### config.mk
export PLATFORM = sky130hd
export DESIGN_NAME = glb_store
export DESIGN_NICKNAME = d
export VERILOG_FILES = /design/src/rtl/core/glb_pkg.sv /design/src/rtl/core/glb_store.sv
export SDC_FILE = /design/constraint.sdc
export NUM_CORES = 2
export LEC_CHECK = 0
export BUFFER_PORTS_ARGS = -buffer_cell sky130_fd_sc_hd__buf_4
export CAP_MARGIN = 20
export CORE_MARGIN = 3
export CORE_UTILIZATION = 60
export CTS_BUF_LIST = sky130_fd_sc_hd__clkbuf_4 sky130_fd_sc_hd__clkbuf_8
export DETAILED_ROUTE_END_ITERATION = 8
export GPL_ROUTABILITY_DRIVEN = 0
export PLACE_DENSITY = 0.76
export SETUP_SLACK_MARGIN = 0.2
export SYNTH_ARGS = -nofsm -noshare
export SYNTH_HDL_FRONTEND = slang
export SYNTH_SLANG_ARGS = --single-unit
### constraint.sdc
create_clock -name clk -period 7.8 [get_ports clk]
set_input_delay 0.78 -clock clk [delete_from_list [all_inputs] [get_ports clk]]
set_output_delay 0.78 -clock clk [all_outputs]
set_load 0.02 [all_outputs]
### src/rtl/core/glb_pkg.sv
package glb_pkg;

  localparam int MAX_CHARS_DEF = 64;
  localparam int RESULT_LIMIT  = 64;

  localparam logic [1:0] REG_LIMIT_EN = 2'd0;
  localparam logic [1:0] REG_PLATE    = 2'd1;
  localparam logic [1:0] REG_INDENT   = 2'd2;
  localparam logic [1:0] REG_LEADING  = 2'd3;

  typedef struct packed {
    logic [15:0]        char_code;
    logic [15:0]        char_width;
    logic [14:0]        char_ascent;
    logic signed [15:0] char_descent;
    logic               last_char;
  } in_item_t;

  typedef struct packed {
    logic [5:0]         line_first;
    logic [5:0]         line_final;
    logic [19:0]        line_width_out;
    logic [14:0]        line_ascent_out;
    logic signed [15:0] line_descent_out;
    logic [23:0]        section_height;
    logic [19:0]        section_width;
    logic               final_line;
  } out_item_t;

  // Stored character entry
  typedef struct packed {
    logic [15:0]        code;
    logic [15:0]        width;
    logic [14:0]        ascent;
    logic signed [15:0] descent;
  } glyph_t;

  // Character class flags
  typedef struct packed {
    logic latin;
    logic digit;
    logic cjk;
    logic punct;
    logic conn;
    logic open;
    logic prefix;
    logic space;
  } cls_t;

  function automatic logic rng(input logic [15:0] c, input logic [15:0] lo,
                               input logic [15:0] hi);
    return (c >= lo) && (c <= hi);
  endfunction

  function automatic cls_t classify(input logic [15:0] c);
    cls_t k;
    logic lo7;
    logic lo8;
    lo7 = (c <= 16'h007F);
    lo8 = (c <= 16'h00FF);
    k.digit = rng(c, 16'h30, 16'h39);
    if (lo7) begin
      k.latin = rng(c, 16'h41, 16'h5A) || rng(c, 16'h61, 16'h7A);
    end else begin
      k.latin = rng(c, 16'hC0, 16'h24F) || rng(c, 16'h1E00, 16'h1EFF) ||
                rng(c, 16'h2C60, 16'h2C7F) || rng(c, 16'hA720, 16'hA7FF) ||
                rng(c, 16'hFF21, 16'hFF3A) || rng(c, 16'hFF41, 16'hFF5A);
    end
    if (rng(c, 16'h1100, 16'h11FF) || rng(c, 16'h2E80, 16'h2FFF) ||
        rng(c, 16'h3040, 16'h9FBF) || rng(c, 16'hAC00, 16'hD7AF) ||
        rng(c, 16'hF900, 16'hFAFF) || rng(c, 16'hFE30, 16'hFE4F)) begin
      k.cjk = 1'b1;
    end else if (rng(c, 16'h3000, 16'h303F)) begin
      k.cjk = (c == 16'h3005) || (c == 16'h3006) || rng(c, 16'h3021, 16'h3029) ||
              rng(c, 16'h3031, 16'h3035);
    end else begin
      k.cjk = rng(c, 16'hFF66, 16'hFF9D);
    end
    if (lo7) begin
      k.punct = rng(c, 16'h01, 16'h04) || c == 16'h21 || c == 16'h22 ||
                rng(c, 16'h27, 16'h29) || rng(c, 16'h2C, 16'h2F) ||
                c == 16'h3A || c == 16'h3B || c == 16'h3F || c == 16'h5B ||
                c == 16'h5D || c == 16'h7B || c == 16'h7D;
    end else if (lo8) begin
      k.punct = c == 16'h82 || c == 16'h84 || c == 16'h85 || rng(c, 16'h91, 16'h94) ||
                c == 16'h96 || c == 16'hB4 || c == 16'hB8;
    end else if (rng(c, 16'h2000, 16'h206F)) begin
      k.punct = rng(c, 16'h2010, 16'h2013) || rng(c, 16'h2018, 16'h201F) ||
                rng(c, 16'h2032, 16'h2037) || rng(c, 16'h203C, 16'h203E) ||
                c == 16'h2044;
    end else if (rng(c, 16'h3000, 16'h303F)) begin
      k.punct = rng(c, 16'h3001, 16'h3003) || c == 16'h3005 ||
                rng(c, 16'h3009, 16'h3011) || rng(c, 16'h3014, 16'h301B) ||
                rng(c, 16'h301D, 16'h301F);
    end else if (rng(c, 16'hFE50, 16'hFE6F)) begin
      k.punct = rng(c, 16'hFE50, 16'hFE5E) || c == 16'hFE63;
    end else if (rng(c, 16'hFF00, 16'hFFEF)) begin
      k.punct = c == 16'hFF01 || c == 16'hFF02 || rng(c, 16'hFF07, 16'hFF09) ||
                c == 16'hFF0C || c == 16'hFF0E || c == 16'hFF0F || c == 16'hFF1A ||
                c == 16'hFF1B || c == 16'hFF1F || c == 16'hFF3B || c == 16'hFF3D ||
                c == 16'hFF40 || rng(c, 16'hFF5B, 16'hFF5D) ||
                rng(c, 16'hFF61, 16'hFF65) || c == 16'hFF9E || c == 16'hFF9F;
    end else begin
      k.punct = 1'b0;
    end
    k.conn = c == 16'h06 || c == 16'h27 || rng(c, 16'h2C, 16'h2F);
    if (lo7) begin
      k.open = c == 16'h01 || c == 16'h03 || c == 16'h28 || c == 16'h5B || c == 16'h7B;
    end else begin
      k.open = c == 16'h300A || c == 16'h300C || c == 16'h300E || c == 16'h3010 ||
               c == 16'h3014 || c == 16'h3016 || c == 16'h3018 || c == 16'h301A ||
               c == 16'hFF08 || c == 16'hFF3B || c == 16'hFF5B || c == 16'hFF62;
    end
    k.prefix = c == 16'h24 || c == 16'h80 || rng(c, 16'hA2, 16'hA5) ||
               rng(c, 16'h20A0, 16'h20CF) || c == 16'hFE69 || c == 16'hFF04 ||
               c == 16'hFFE0 || c == 16'hFFE1 || c == 16'hFFE5 || c == 16'hFFE6 ||
               c == 16'h2116;
    k.space = c == 16'h0020 || c == 16'h3000;
    return k;
  endfunction

  function automatic logic break_between(input cls_t p, input cls_t c);
    logic r;
    if ((p.latin || p.digit) && (c.latin || c.digit)) r = 1'b0;
    else if (c.space || c.punct) r = 1'b0;
    else if (p.conn || c.conn) r = 1'b0;
    else if (p.space || p.punct) r = 1'b1;
    else if (p.prefix) r = 1'b0;
    else if (c.prefix || c.cjk) r = 1'b1;
    else r = p.cjk;
    return r;
  endfunction

endpackage

### src/rtl/core/glb_store.sv
// Character store: one write port, one registered read port
module glb_store #(
  parameter int MAX_CHARS = glb_pkg::MAX_CHARS_DEF,
  localparam int AW = $clog2(MAX_CHARS)
) (
  input  logic            clk,
  input  logic            wr_en,
  input  logic [AW-1:0]   wr_addr,
  input  glb_pkg::glyph_t wr_data,
  input  logic [AW-1:0]   rd_addr,
  output glb_pkg::glyph_t rd_data
);

  glb_pkg::glyph_t mem [MAX_CHARS];

  always_ff @(posedge clk) begin
    if (wr_en) begin
      mem[wr_addr] <= wr_data;
    end
    rd_data <= mem[rd_addr];
  end

endmodule

Word level (Yosys, flattened, before mapping)

Memory sizes are Yosys's and may differ from the RTL's. A register that Yosys moved wholly into a read port is not among the register bits.
Cells that the tools add are included.

Bits in registers: 0
Output and inout bits: 63
Bits in writable memories: 4032
Memories: 1

Muxes and demuxes: 2

Memories:

| memory | words | width | rd ports | clocked after Yosys merged registers in | wr ports | line            | text |
|---|---|---|---|---|---|---|---|
| mem    | 64    | 63    | 1        | 1                                       | 1        | glb_store.sv:14 | `glb_pkg::glyph_t mem [MAX_CHARS];` |

Operator list:

| operator          | number |
|---|---|
| two-way mux 1 bit | 2 |

Depth between registers and ports, before layout

Word-level depth: 2
Gate-level depth with buffers: 10

Least setup slack after synthesis

Ideal clock, no wire load.

Kind: input -> register
Start: input port wr_addr[3]
End: memory mem[48][0] (netlist name) (enable)
Path slack: 1680 ps
Stages: 4
Buffers on the path: 1
Arrival time: 5558 ps
Cells stage by stage: clkbuf_1 -> nor2b_1 -> nand4b_1 -> nor3_1

RTL lines:

| item        | line            | text |
|---|---|---|
| from (decl) | glb_store.sv:8  | `input logic [AW-1:0] wr_addr,` |
| to (decl)   | glb_store.sv:14 |  |

Straight into the memory's write port.

==> metrics.md <==
| Metric | Value |
|---|---|
| Post-DP HPWL | 214600 microns |
| F_max | approximately 300 MHz |
| Share of total power in the clock network | ~40% |
| Top-area cell type share of the netlist area | between 70% and 80% |
| Total gr overflow | 0 |
| Seq/Total Area, Yosys | 79.80% |
| Period Utilization, post-route | between 40% and 50% |
| Hold WC Path Type | in -> reg |
| Number of synthesized register bits | about 4.1k |
| Die width | around 500 microns |
| CTS Buf Count | between 600 and 700 |
| Maximum vdd drop | between 150 and 200 uV |
| Comb pwr share | under 10% |
| Fill cells | 14.92k |
| Crit Path Class | in -> reg |
| Routed WL | between 400000 and 500000 microns |
| Area contributors post-synth | edfxtp_1 79%, mux4_2 14%, o22ai_1 1.2%, dfxtp_1 0.82%, mux2i_1 0.68% |
| Setup Fix Bufs, Post-CTS | 0 |
| Largest net degree at the start of global routing | ~130 |
| YS warnings | 0 |
| Placement Cell Area | roughly 160000 sq um |
| Cell Pwr Density | 256.4 nW/um^2 |
| Final min period | 3.386 ns |
| Clock sink count | ~4k |
| Commonest non-fill, non-tap cell in the layout | edfxtp_1 |
| DR DRC count | 0 |
| Post-route ant nets | 0 |
| Synth Net Count | ~6.6k |
| Nature of the critical path endpoint | flop |
| Switch share | a little over a fifth |
| H-tree levels | 6 |
| Critical Path Start Type | input pin |
| Layout cells sized above 1 | between 30 and 40% |
| Post-Syn Area | 153300 sq um |
| Max-cap check violation count | 0 |
| Yosys top cell by area | edfxtp_1 |
| Initial antenna violation count | 19 |
| Final setup fails | 0 |
| Final Hold Viols | 0 |
| Crit path max fanout | ~100 |
| Clk_skew | just over 0.09 ns |
| Pint | around 34 mW |
| WP data required | ~8.8 ns |
| Most frequent cells in the layout | 4032 x edfxtp_1, 963 x mux4_2, 666 x clkbuf_8 |
| Outcome | completed |
| Clk buf depth | 4 |
| Setup repair after global routing missed its margin | false |
| Post-synth EDFFs | a little over 4k |
| Aggregate global-route resource usage | around a third |
| # rows | 184 |
| Post-cts sizing count | 0 |
| Root buffer cell | clkbuf_8 |
| Die Area | between 200000 and 300000 sq um |
| CTS tree | yes |
| Top FF cell, synth | edfxtp_1 |
| First-pass GRT wire length | between 500000 and 600000 microns |
| DRT iter0 DRCs | between 10k and 15k |
| First-pass iteration count of the detailed router | 8 |
| Final instance area | 171200 sq um |
| Core Box Area | ~250000 sq um |
| Vias in the first global route | 76.63k |
| WP data arrival | roughly 4.4 ns |
| Syn Inst Count | approximately 6.6k |
| Seq pwr share | between 50% and 60% |
| Count of final max-slew check failures | 0 |
| Relative slew slack | 18.07% |
| Initial Util | a little over 60% |
| Library cells used by synthesis | 34 |
| Clock slew at reported path FFs | 0.07 ns |
| Nets@finish | between 7k and 8k |
| Synth Area per Inst | 23.39 sq um |
| Die Y | between 500 and 600 microns |
| Area growth syn-to-layout | 11.66% |
| Switch Pwr | roughly 9.5 mW |
| Port bufs | 139 |
| Clock insertion delay at the later pin of the skew report | 1.07 ns |
| P_leak | roughly 53 nW |
| Setup TNS Final | 0 ns |
| Hold buffer count at CTS | 0 |
| Drt wl/cell | ~37 microns |
| Slew @ Worst Pin | about 1.2 ns |
| DR vias/cell | 7.041 |
| Boundary pin count | between 100 and 150 |
| FFs w/ async S/R, synth | 0% |
| Vias | roughly 77k |
[per-layer routing]
metal	track usage [%]	vias to the layer above	wire [microns]
met1	44.05	40331	140000
met5	0	-	52
met2	47.48	6335	192200
met3	9.241	917	59700
li1	-	29546	-
met4	13.50	8	18770
[synthesized netlist by cell type (16+ instances only)]
cell type and number:
edfxtp_1 4032, mux4_2 963, o22ai_1 299, clkbuf_1 164, nor2_1 125, buf_2 115
mux2i_1 104, a211oi_1 103, nor2b_1 87, dfxtp_1 63, o221ai_1 63, nor3_1 55
nor4_1 53, o22a_1 53, buf_4 51, a22oi_1 50, buf_1 35, nand3_1 27
nand2_1 23, buf_6 16
[worst max-delay path: stages]
cell     delay (ns)
buf_8          0.50
buf_12         0.61
nor2b_2        0.34
buf_4          0.38
nand2_4        0.62
buf_4          0.50
o22ai_1        0.19
nor4_1         0.09
o22a_1         0.19
[stage by stage]
stage	hold slack [ns]	std cells	power, mW	worst slack [ns]	util, %
2_1_floorplan	0.6974	6555	26.05	1.680	-
3_3_place_gp	0.8238	9832	26.98	3.493	62.88
3_5_place_dp	0.8225	9834	27.04	3.426	62.90
4_1_cts	0.08971	10937	44.01	4.624	67.69
5_1_grt	0.1468	10948	45.11	4.441	67.72
6_report	0.1863	10955	43.89	4.414	67.72
[cell families after synthesis]
| logic type | Yosys count | share of synthesized area, % |
|---|---|---|
| AO/OA/AOI/OAI | 612 | 2.817 |
| buffers and inverters | 381 | 1.230 |
| flip-flops | 4095 | 79.80 |
| multiplexers | 1067 | 14.83 |
| AND/OR/NAND/NOR | 400 | 1.329 |
[power by group through the flow]
stage	logic, mW	registers (mW)	clock network [mW]
floorplan	1.12	24.9	0
global placement	2.03	25.0	0
detailed placement	2.08	25.0	0
CTS	2.08	24.5	17.4
global route	2.19	24.5	18.4
finish	2.10	24.5	17.3
[cell type report]
| class | instances | area [sq um] | area share [%] |
|---|---|---|---|
| Antenna cell | 17 | 42.54 | 0.02485 |
| Clock buffer | 896 | 10890 | 6.363 |
| Sequential cell | 4095 | 122300 | 71.46 |
| Multi-Input combinational cell | 2079 | 29660 | 17.33 |
| Clock inverter | 207 | 1220 | 0.7126 |
| Timing Repair Buffer | 313 | 2845 | 1.662 |
| Tap cell | 3348 | 4189 | 2.447 |
[sequential cells by signal (all words and copies together) (netlist names)]
| name | cells |
|---|---|
| mem | 4032 |
| rd_data | 63 |
[final timing paths]
kind                                    end  slack, ns        start  depth (start not counted)
worst max-delay path            rd_data[54]       4.41   rd_addr[2]                          9
worst min-delay path             mem[4][16]       0.19  wr_data[16]                          1
worst max register to register  rd_data[51]       5.59  mem[37][51]                          5
worst min register to register  rd_data[41]       0.83  mem[44][41]                          4
No activity file was read; power rests on OpenSTA's default activity.
